==> config.mk <==
export PLATFORM = sky130hd
export DESIGN_NAME = sorted_array_symbol_table
export DESIGN_NICKNAME = d
export VERILOG_FILES = /design/src/rtl/sats_pkg.sv /design/src/rtl/sats_datapath.sv /design/src/rtl/sats_controller.sv /design/src/rtl/sorted_array_symbol_table.sv
export SDC_FILE = /design/constraint.sdc
export NUM_CORES = 2
export LEC_CHECK = 0
export ABC_AREA = 1
export BUFFER_PORTS_ARGS = -buffer_cell sky130_fd_sc_hd__buf_4
export CAP_MARGIN = 10
export CELL_PAD_IN_SITES_DETAIL_PLACEMENT = 0
export CELL_PAD_IN_SITES_GLOBAL_PLACEMENT = 1
export CORE_UTILIZATION = 30
export CTS_CLUSTER_SIZE = 12
export DETAILED_ROUTE_END_ITERATION = 8
export PLACE_DENSITY = 0.61
export SLEW_MARGIN = 10
export SYNTH_ARGS = -nofsm -noshare
export SYNTH_HDL_FRONTEND = slang
export SYNTH_HIERARCHICAL = 1
export SYNTH_SLANG_ARGS = --single-unit
==> constraint.sdc <==
create_clock -name clock -period 8.9 [get_ports clock]
set_clock_uncertainty 0.2 [all_clocks]
set_input_delay 1.78 -clock clock [delete_from_list [all_inputs] [get_ports clock]]
set_output_delay 1.78 -clock clock [all_outputs]
set_load 0.005 [all_outputs]
==> src/rtl/sats_pkg.sv <==
// Shared types and constants for the sorted array symbol table.
// Used by the controller, the datapath and the top level; no dependencies.

package sats_pkg;

   localparam int OP_W       = 2;
   localparam int FIELD_W    = 16;
   localparam int RANK_W     = 6;
   localparam int STATUS_W   = 3;
   localparam int COUNT_W    = 7;
   localparam int REQ_DATA_W = 40;
   localparam int RSP_DATA_W = 40;

   typedef enum logic [OP_W-1:0] {
      OP_INSERT = 2'd0,
      OP_SEARCH = 2'd1,
      OP_SELECT = 2'd2,
      OP_DUMP   = 2'd3
   } op_type;

   typedef enum logic [STATUS_W-1:0] {
      ST_OK        = 3'd0,
      ST_NOT_FOUND = 3'd1,
      ST_FULL      = 3'd2,
      ST_RANK      = 3'd3,
      ST_EMPTY     = 3'd4
   } status_type;

   typedef enum logic [2:0] {
      S_IDLE,
      S_SHIFT,
      S_SEARCH,
      S_SELECT,
      S_DUMP,
      S_RESPOND
   } state_type;

   typedef enum logic [2:0] {
      PTR_HOLD,
      PTR_CLEAR,
      PTR_COUNT,
      PTR_RANK,
      PTR_INC,
      PTR_DEC
   } ptr_op_type;

   typedef enum logic [1:0] {
      SRC_ZERO,
      SRC_MEM,
      SRC_REQ
   } src_type;

   typedef struct packed {
      logic       capture;
      ptr_op_type ptr_op;
      logic       rd_prev;
      logic       wr_en;
      src_type    wr_src;
      logic       cnt_inc;
      logic       out_load;
      src_type    out_src;
      status_type out_status;
      logic       out_last;
   } cmd_type;

   typedef struct packed {
      logic count_full;
      logic count_zero;
      logic rank_bad;
      logic ptr_zero;
      logic ptr_last;
      logic key_lt;
      logic key_eq;
      logic out_free;
   } stat_type;

endpackage

==> src/rtl/sats_datapath.sv <==
// Datapath of the sorted array symbol table: entry memory, pointer, count,
// captured request fields and the result register. Depends on sats_pkg.

module sats_datapath #(
   parameter int CAPACITY = 64,
   parameter int KEY_BITS = 16
) (
   input  logic                                 clock,
   input  logic                                 reset,
   input  sats_pkg::cmd_type                    cmd,
   output sats_pkg::stat_type                   stat,
   input  logic [sats_pkg::FIELD_W-1:0]         req_key,
   input  logic [sats_pkg::FIELD_W-1:0]         req_value,
   input  logic [sats_pkg::RANK_W-1:0]          req_rank,
   input  logic                                 rsp_tready,
   output logic                                 rsp_tvalid,
   // status
   output logic [sats_pkg::STATUS_W-1:0]        rsp_tuser,
   // found_key, found_value, entry_count, zero fill
   output logic [sats_pkg::RSP_DATA_W-1:0]      rsp_tdata,
   output logic                                 rsp_tlast
);
   import sats_pkg::*;

   localparam int IDX_W = $clog2(CAPACITY);
   localparam int CNT_W = $clog2(CAPACITY + 1);
   localparam int ENT_W = KEY_BITS + FIELD_W;

   logic [ENT_W-1:0]    mem [CAPACITY];
   logic [ENT_W-1:0]    rd_ff;
   logic [ENT_W-1:0]    wr_data;
   logic [IDX_W-1:0]    rd_addr;
   logic [IDX_W-1:0]    ptr_ff, ptr_in;
   logic [CNT_W-1:0]    count_ff, count_in;
   logic [KEY_BITS-1:0] key_ff;
   logic [FIELD_W-1:0]  value_ff;
   logic [KEY_BITS-1:0] rd_key;
   logic [FIELD_W-1:0]  rd_value;

   logic                out_valid_ff, out_valid_in;
   status_type          out_status_ff;
   logic [FIELD_W-1:0]  out_key_ff, out_value_ff;
   logic [COUNT_W-1:0]  out_count_ff;
   logic                out_last_ff;
   logic [FIELD_W-1:0]  sel_key, sel_value;

   assign rd_key   = rd_ff[ENT_W-1:FIELD_W];
   assign rd_value = rd_ff[FIELD_W-1:0];

   always_comb begin
      case (cmd.ptr_op)
         PTR_HOLD:  ptr_in = ptr_ff;
         PTR_CLEAR: ptr_in = '0;
         PTR_COUNT: ptr_in = IDX_W'(count_ff);
         PTR_RANK:  ptr_in = IDX_W'(req_rank);
         PTR_INC:   ptr_in = ptr_ff + 1'b1;
         PTR_DEC:   ptr_in = ptr_ff - 1'b1;
         default:   ptr_in = ptr_ff;
      endcase
   end

   // read one entry ahead so that the walk advances every cycle
   assign rd_addr  = cmd.rd_prev ? (ptr_in - 1'b1) : ptr_in;
   assign wr_data  = (cmd.wr_src == SRC_MEM) ? rd_ff : {key_ff, value_ff};
   assign count_in = cmd.cnt_inc ? (count_ff + 1'b1) : count_ff;

   always_ff @(posedge clock) begin
      if (cmd.wr_en) begin
         mem[ptr_ff] <= wr_data;
      end
      rd_ff <= mem[rd_addr];
   end

   always_ff @(posedge clock) begin
      if (reset) begin
         ptr_ff   <= '0;
         count_ff <= '0;
      end else begin
         ptr_ff   <= ptr_in;
         count_ff <= count_in;
      end
   end

   always_ff @(posedge clock) begin
      if (cmd.capture) begin
         key_ff   <= KEY_BITS'(req_key);
         value_ff <= req_value;
      end
   end

   assign stat.count_full = (count_ff == CNT_W'(CAPACITY));
   assign stat.count_zero = (count_ff == '0);
   assign stat.rank_bad   = (COUNT_W'(req_rank) >= COUNT_W'(count_ff));
   assign stat.ptr_zero   = (ptr_ff == '0);
   assign stat.ptr_last   = ((CNT_W'(ptr_ff) + 1'b1) == count_ff);
   assign stat.key_lt     = (key_ff < rd_key);
   assign stat.key_eq     = (key_ff == rd_key);
   assign stat.out_free   = !out_valid_ff || rsp_tready;

   always_comb begin
      case (cmd.out_src)
         SRC_MEM: begin
            sel_key   = FIELD_W'(rd_key);
            sel_value = rd_value;
         end
         SRC_REQ: begin
            sel_key   = FIELD_W'(key_ff);
            sel_value = value_ff;
         end
         default: begin
            sel_key   = '0;
            sel_value = '0;
         end
      endcase
   end

   always_comb begin
      if (cmd.out_load) begin
         out_valid_in = 1'b1;
      end else if (rsp_tready) begin
         out_valid_in = 1'b0;
      end else begin
         out_valid_in = out_valid_ff;
      end
   end

   always_ff @(posedge clock) begin
      if (reset) begin
         out_valid_ff <= 1'b0;
      end else begin
         out_valid_ff <= out_valid_in;
      end
   end

   always_ff @(posedge clock) begin
      if (cmd.out_load) begin
         out_status_ff <= cmd.out_status;
         out_key_ff    <= sel_key;
         out_value_ff  <= sel_value;
         out_count_ff  <= COUNT_W'(count_ff);
         out_last_ff   <= cmd.out_last;
      end
   end

   assign rsp_tvalid = out_valid_ff;
   assign rsp_tuser  = out_status_ff;
   assign rsp_tdata  = {1'b0, out_count_ff, out_value_ff, out_key_ff};
   assign rsp_tlast  = out_last_ff;

`ifndef NO_ASSERTIONS
   a_load_when_free: assert property (@(posedge clock) disable iff (reset)
      cmd.out_load |-> stat.out_free)
      else $error("result register overwritten while held");

   a_count_step: assert property (@(posedge clock) disable iff (reset)
      (!$past(reset) && count_ff != $past(count_ff)) |->
      (count_ff == $past(count_ff) + 1'b1))
      else $error("entry count moved by other than one");

   a_write_room: assert property (@(posedge clock) disable iff (reset)
      cmd.wr_en |-> (count_ff < CNT_W'(CAPACITY)))
      else $error("entry write into a full table");
`endif

endmodule

==> src/rtl/sats_controller.sv <==
// Controller state machine of the sorted array symbol table: sequences
// insert shifts, search walks, select and dump. Depends on sats_pkg.

module sats_controller (
   input  logic                clock,
   input  logic                reset,
   input  logic                req_tvalid,
   output logic                req_tready,
   input  sats_pkg::op_type    op,
   input  sats_pkg::stat_type  stat,
   output sats_pkg::cmd_type   cmd
);
   import sats_pkg::*;

   state_type  state_ff, state_in;
   status_type pend_status_ff, pend_status_in;
   src_type    pend_src_ff, pend_src_in;
   logic       accept;

   assign req_tready = (state_ff == S_IDLE);
   assign accept     = req_tvalid && req_tready;

   always_comb begin
      state_in = state_ff;
      case (state_ff)
         S_IDLE: begin
            if (accept) begin
               case (op)
                  OP_INSERT: state_in = stat.count_full ? S_RESPOND : S_SHIFT;
                  OP_SEARCH: state_in = stat.count_zero ? S_RESPOND : S_SEARCH;
                  OP_SELECT: state_in = stat.rank_bad ? S_RESPOND : S_SELECT;
                  OP_DUMP:   state_in = stat.count_zero ? S_RESPOND : S_DUMP;
                  default:   state_in = S_IDLE;
               endcase
            end
         end
         S_SHIFT: begin
            if (stat.ptr_zero || !stat.key_lt) begin
               state_in = S_RESPOND;
            end
         end
         S_SEARCH: begin
            if ((stat.key_eq || stat.key_lt || stat.ptr_last) && stat.out_free) begin
               state_in = S_IDLE;
            end
         end
         S_SELECT: begin
            if (stat.out_free) begin
               state_in = S_IDLE;
            end
         end
         S_DUMP: begin
            if (stat.out_free && stat.ptr_last) begin
               state_in = S_IDLE;
            end
         end
         S_RESPOND: begin
            if (stat.out_free) begin
               state_in = S_IDLE;
            end
         end
         default: state_in = S_IDLE;
      endcase
   end

   always_comb begin
      cmd            = '0;
      cmd.ptr_op     = PTR_HOLD;
      cmd.wr_src     = SRC_MEM;
      cmd.out_src    = SRC_ZERO;
      cmd.out_status = ST_OK;
      pend_status_in = pend_status_ff;
      pend_src_in    = pend_src_ff;
      case (state_ff)
         S_IDLE: begin
            cmd.capture = accept;
            pend_src_in = SRC_ZERO;
            if (accept) begin
               case (op)
                  OP_INSERT: begin
                     pend_status_in = ST_FULL;
                     cmd.ptr_op     = PTR_COUNT;
                     cmd.rd_prev    = 1'b1;
                  end
                  OP_SEARCH: begin
                     pend_status_in = ST_NOT_FOUND;
                     cmd.ptr_op     = PTR_CLEAR;
                  end
                  OP_SELECT: begin
                     pend_status_in = ST_RANK;
                     cmd.ptr_op     = PTR_RANK;
                  end
                  OP_DUMP: begin
                     pend_status_in = ST_EMPTY;
                     cmd.ptr_op     = PTR_CLEAR;
                  end
                  default: pend_status_in = ST_OK;
               endcase
            end
         end
         S_SHIFT: begin
            cmd.wr_en = 1'b1;
            if (!stat.ptr_zero && stat.key_lt) begin
               // move the larger entry up and look one further down
               cmd.wr_src  = SRC_MEM;
               cmd.ptr_op  = PTR_DEC;
               cmd.rd_prev = 1'b1;
            end else begin
               cmd.wr_src     = SRC_REQ;
               cmd.cnt_inc    = 1'b1;
               pend_status_in = ST_OK;
               pend_src_in    = SRC_REQ;
            end
         end
         S_SEARCH: begin
            cmd.out_last = 1'b1;
            if (stat.key_eq) begin
               cmd.out_load   = stat.out_free;
               cmd.out_src    = SRC_MEM;
               cmd.out_status = ST_OK;
            end else if (stat.key_lt || stat.ptr_last) begin
               cmd.out_load   = stat.out_free;
               cmd.out_src    = SRC_ZERO;
               cmd.out_status = ST_NOT_FOUND;
            end else begin
               cmd.ptr_op = PTR_INC;
            end
         end
         S_SELECT: begin
            cmd.out_load   = stat.out_free;
            cmd.out_src    = SRC_MEM;
            cmd.out_status = ST_OK;
            cmd.out_last   = 1'b1;
         end
         S_DUMP: begin
            cmd.out_load   = stat.out_free;
            cmd.out_src    = SRC_MEM;
            cmd.out_status = ST_OK;
            cmd.out_last   = stat.ptr_last;
            if (stat.out_free && !stat.ptr_last) begin
               cmd.ptr_op = PTR_INC;
            end
         end
         S_RESPOND: begin
            cmd.out_load   = stat.out_free;
            cmd.out_src    = pend_src_ff;
            cmd.out_status = pend_status_ff;
            cmd.out_last   = 1'b1;
         end
         default: begin
            cmd.ptr_op = PTR_HOLD;
         end
      endcase
   end

   always_ff @(posedge clock) begin
      if (reset) begin
         state_ff <= S_IDLE;
      end else begin
         state_ff <= state_in;
      end
   end

   always_ff @(posedge clock) begin
      pend_status_ff <= pend_status_in;
      pend_src_ff    <= pend_src_in;
   end

endmodule

==> src/rtl/sorted_array_symbol_table.sv <==
// Top level of the sorted array symbol table: controller plus datapath.
// Depends on sats_pkg, sats_controller and sats_datapath.
//
// Usage:
//   req channel: one item per operation. req_tuser carries op (insert,
//   search, select, dump); req_tdata carries item_key, item_value, rank.
//   rsp channel: req_tuser-style status in rsp_tuser; rsp_tdata carries
//   found_key, found_value and the entry count after the operation;
//   rsp_tlast marks the final result of an item.
//   Insert, search and select give one result; dump gives one result per
//   stored entry in ascending key order (one empty-status result if none).
// Insert moves entries up with one read and one write per cycle in the
//   shift loop; search walks the entries; dump gives one entry per cycle
//   from the single read port while the receiver is ready. A new item is
//   taken once the previous one has placed its last result in the output
//   register.
// Reset clears the entry count and the handshake state; stored entries are
// not cleared, and no clearing pass is needed. A stalled receiver holds the
// result register, and the walk or dump pauses until it frees up.

module sorted_array_symbol_table #(
   parameter int CAPACITY = 64,
   parameter int KEY_BITS = 16
) (
   input  logic                                 clock,
   input  logic                                 reset,
   input  logic                                 req_tvalid,
   output logic                                 req_tready,
   // op
   input  logic [sats_pkg::OP_W-1:0]            req_tuser,
   // item_key, item_value, rank, zero fill
   input  logic [sats_pkg::REQ_DATA_W-1:0]      req_tdata,
   output logic                                 rsp_tvalid,
   input  logic                                 rsp_tready,
   // status
   output logic [sats_pkg::STATUS_W-1:0]        rsp_tuser,
   // found_key, found_value, entry_count, zero fill
   output logic [sats_pkg::RSP_DATA_W-1:0]      rsp_tdata,
   output logic                                 rsp_tlast
);
   import sats_pkg::*;

   cmd_type  cmd;
   stat_type stat;
   op_type   op;

   assign op = op_type'(req_tuser);

   sats_controller u_ctrl (
      .clock      (clock),
      .reset      (reset),
      .req_tvalid (req_tvalid),
      .req_tready (req_tready),
      .op         (op),
      .stat       (stat),
      .cmd        (cmd)
   );

   sats_datapath #(
      .CAPACITY (CAPACITY),
      .KEY_BITS (KEY_BITS)
   ) u_dp (
      .clock      (clock),
      .reset      (reset),
      .cmd        (cmd),
      .stat       (stat),
      .req_key    (req_tdata[15:0]),
      .req_value  (req_tdata[31:16]),
      .req_rank   (req_tdata[37:32]),
      .rsp_tready (rsp_tready),
      .rsp_tvalid (rsp_tvalid),
      .rsp_tuser  (rsp_tuser),
      .rsp_tdata  (rsp_tdata),
      .rsp_tlast  (rsp_tlast)
   );

endmodule
==> results.toml <==
[drt]
ant_nets = 0
drc_errors = 0
drt-pass1-iter-count = 6
drt_iter0_drc = 6091
wl_microns = 297000
route.vias.total = 62411
viasPerCell = 4.87
wl_per_cell_microns = 23.2

[clock_network]
cts_root_buf = "clkbuf_16"
clk_latency_ns = 0.89
cts_tree = "built"
clk_pin_slew_ns = 0.06
cts_setup_buffers = 0
cts_buffers = 227
clockBufferDepth = 3
htree_levels = 4
cts_resized = 0
hold_buffers = 0
numClockSinks = 2176

[logic_synthesis]
synth-edff-count = 2127
ys.flop_type = "edfxtp_1"
synth.avg_cell_area_sq_um = 10.9
syn_inst = 8502
async_reset_ff_share_pct = 0
syn_nets = 8585
ys_warn_count = 6
synth-seq-cells = 2176
ys_seq_area_share_pct = 69.9
syn_area_sq_mm = 0.0928
ys_types = 44

[placed_design]
gp_congestion = 0.810
detailed_place.area_sq_mm = 0.0989
hpwl_microns = 159000
io_buffers = 88

[worst_setup_path]
critPathKind = "reg -> reg"
worst_path_most_repeated_cell = "nand2_1"
crit_family = "simple AND/OR/NAND/NOR gates"
worstPathArrival_ns = 7.85
crit_path_end_kind = "flip-flop"
cpPeakStageDelay_ns = 0.61
required_ns = 9.50
startpoint_type = "flip-flop"
r2r_slack_ns = 1.65
critPathBufInv = 8
crit_path_max_fanout = 47
cp_slowest_cell = "a21oi_1"

[floorplanning]
fp.dieArea_sq_mm = 0.312
die_w_microns = 558
core_sq_mm = 0.307
rows = 203
io_pins = 92
fp.dieH_microns = 558
initial_core_util_pct = 30.2

[timing]
period_share_pct = 81.5
relSlewSlack_pct = 17.7
tns_ns = 0
maxSlewViolCount = 0
max_freq_mhz = 138
finalCriticalPeriod_ns = 7.25
finalHoldViolations = 0
setup_viol = 0
rsz0062_at_grt = "false"
worst_pin_slew_ns = 1.23

[final_layout]
area_growth_pct = 14.2
mostFrequentLayoutCells = "nand2_1, nand3_1, edfxtp_1"
finalNetCount = 8606
final_common_cell = "nand2_1"
finalInstanceArea_sq_mm = 0.106
drive_gt1_share_pct = 8.37

[global_route]
antenna_found_initial = 8
grt_max_degree = 158
overflow = 0
grt_pass1_vias = 59358
grt_pass1_wl_microns = 425000
grt_util_all_layers_pct = 18.8

[job]
drv_cap = 0

[hold_path]
hp-class = "reg -> reg"

[status]
status = "completed"
-- path summary, 6_finish.rpt --
kind	from	end	cells after the start
max	u_dp/rd_ff[29]	u_dp/rd_ff[17]	34
min	u_dp/count_ff[6]	u_dp/out_count_ff[6]	0
max reg2reg	u_dp/rd_ff[29]	u_dp/rd_ff[17]	34
min reg2reg	u_dp/count_ff[6]	u_dp/out_count_ff[6]	0
-- metrics by stage --
step / setup slack, ns / std cells / hold slack (ns) / util, %
final: 1.65 / 12818 / 0.327 / 34.5
after global routing: 1.25 / 12807 / 0.342 / 34.5
after CTS: 1.64 / 12806 / 0.320 / 34.5
after detailed placement: 1.62 / 12393 / 0.309 / 32.2
after global placement: 1.60 / 12393 / 0.282 / 32.2
after floorplan: 3.08 / 8502 / 0.254 / -
-- per-layer routing --
metal / share of wire [%] / GRT usage (%)
met1: 43 / 25.3
met2: 47 / 30.9
met3: 6.4 / 2.76
met4: 3.7 / 6.51
met5: 0.0024 / 0
-- Yosys cell counts, types with 2 or more instances --
cell / n / area (sq um)
a21oi_1: 59 / 295
and3_1: 2 / 12.5
buf_1: 53 / 199
buf_2: 294 / 1470
buf_4: 37 / 278
buf_6: 4 / 45.0
clkbuf_1: 112 / 420
dfxtp_1: 49 / 981
edfxtp_1: 2127 / 63900
ha_1: 37 / 463
inv_1: 1064 / 3990
inv_2: 12 / 45.0
mux2_2: 13 / 146
nand2_1: 2210 / 8300
nand2_2: 8 / 50.1
nand2_4: 2 / 22.5
nand3_1: 2182 / 10900
nand3_2: 4 / 40.0
nand3b_1: 33 / 248
nand4_1: 8 / 50.1
nor2_1: 113 / 424
nor2_2: 5 / 31.3
nor2_4: 2 / 22.5
nor3_1: 10 / 50.1
nor3b_1: 4 / 30.0
o211ai_1: 3 / 22.5
o21a_1: 3 / 22.5
o21ai_0: 28 / 140
o21ai_1: 2 / 10.0
xnor2_1: 5 / 43.8
xor2_1: 4 / 35.0
-- registers in the layout, indices dropped and copies added, names as in the netlist --
signal                 count
u_ctrl/pend_src_ff         1
u_dp/rsp_tlast             1
u_dp/key_ff               16
u_dp/out_key_ff           16
u_ctrl/state_ff            3
u_dp/out_value_ff         16
u_dp/mem                2048
u_dp/rsp_tvalid            1
u_dp/ptr_ff                6
u_dp/value_ff             16
u_dp/rd_ff                32
u_dp/out_count_ff          7
u_ctrl/pend_status_ff      3
u_dp/count_ff              7
u_dp/rsp_tuser             3
-- logic make-up after synthesis --
logic type                 count (synthesis)  share of synthesized area (%)
adders and majority gates                 37                          0.499
and+or+nand+nor                         4586                           21.8
xor gates and xnor gates                   9                         0.0849
AOI/OAI and AO/OA                        103                          0.603
DFF                                     2176                           69.9
muxes                                     13                          0.158
buffers and inverters                   1577                           6.96
other                                      1                        0.00404
-- area by class of cell --
cell class	instances	area (sq um)
fillers	30227	201000
diodes	11	27.5
well taps	4100	5130
repair buffers	292	2610
multi-input cells	4749	22300
clock inverters	94	876
flip-flops and latches	2176	64900
clock buffers	319	6140
inverters	1077	4070
Power is not shown: default switching activity piles up to over one toggle a cycle in this logic, so the estimate is an artifact.
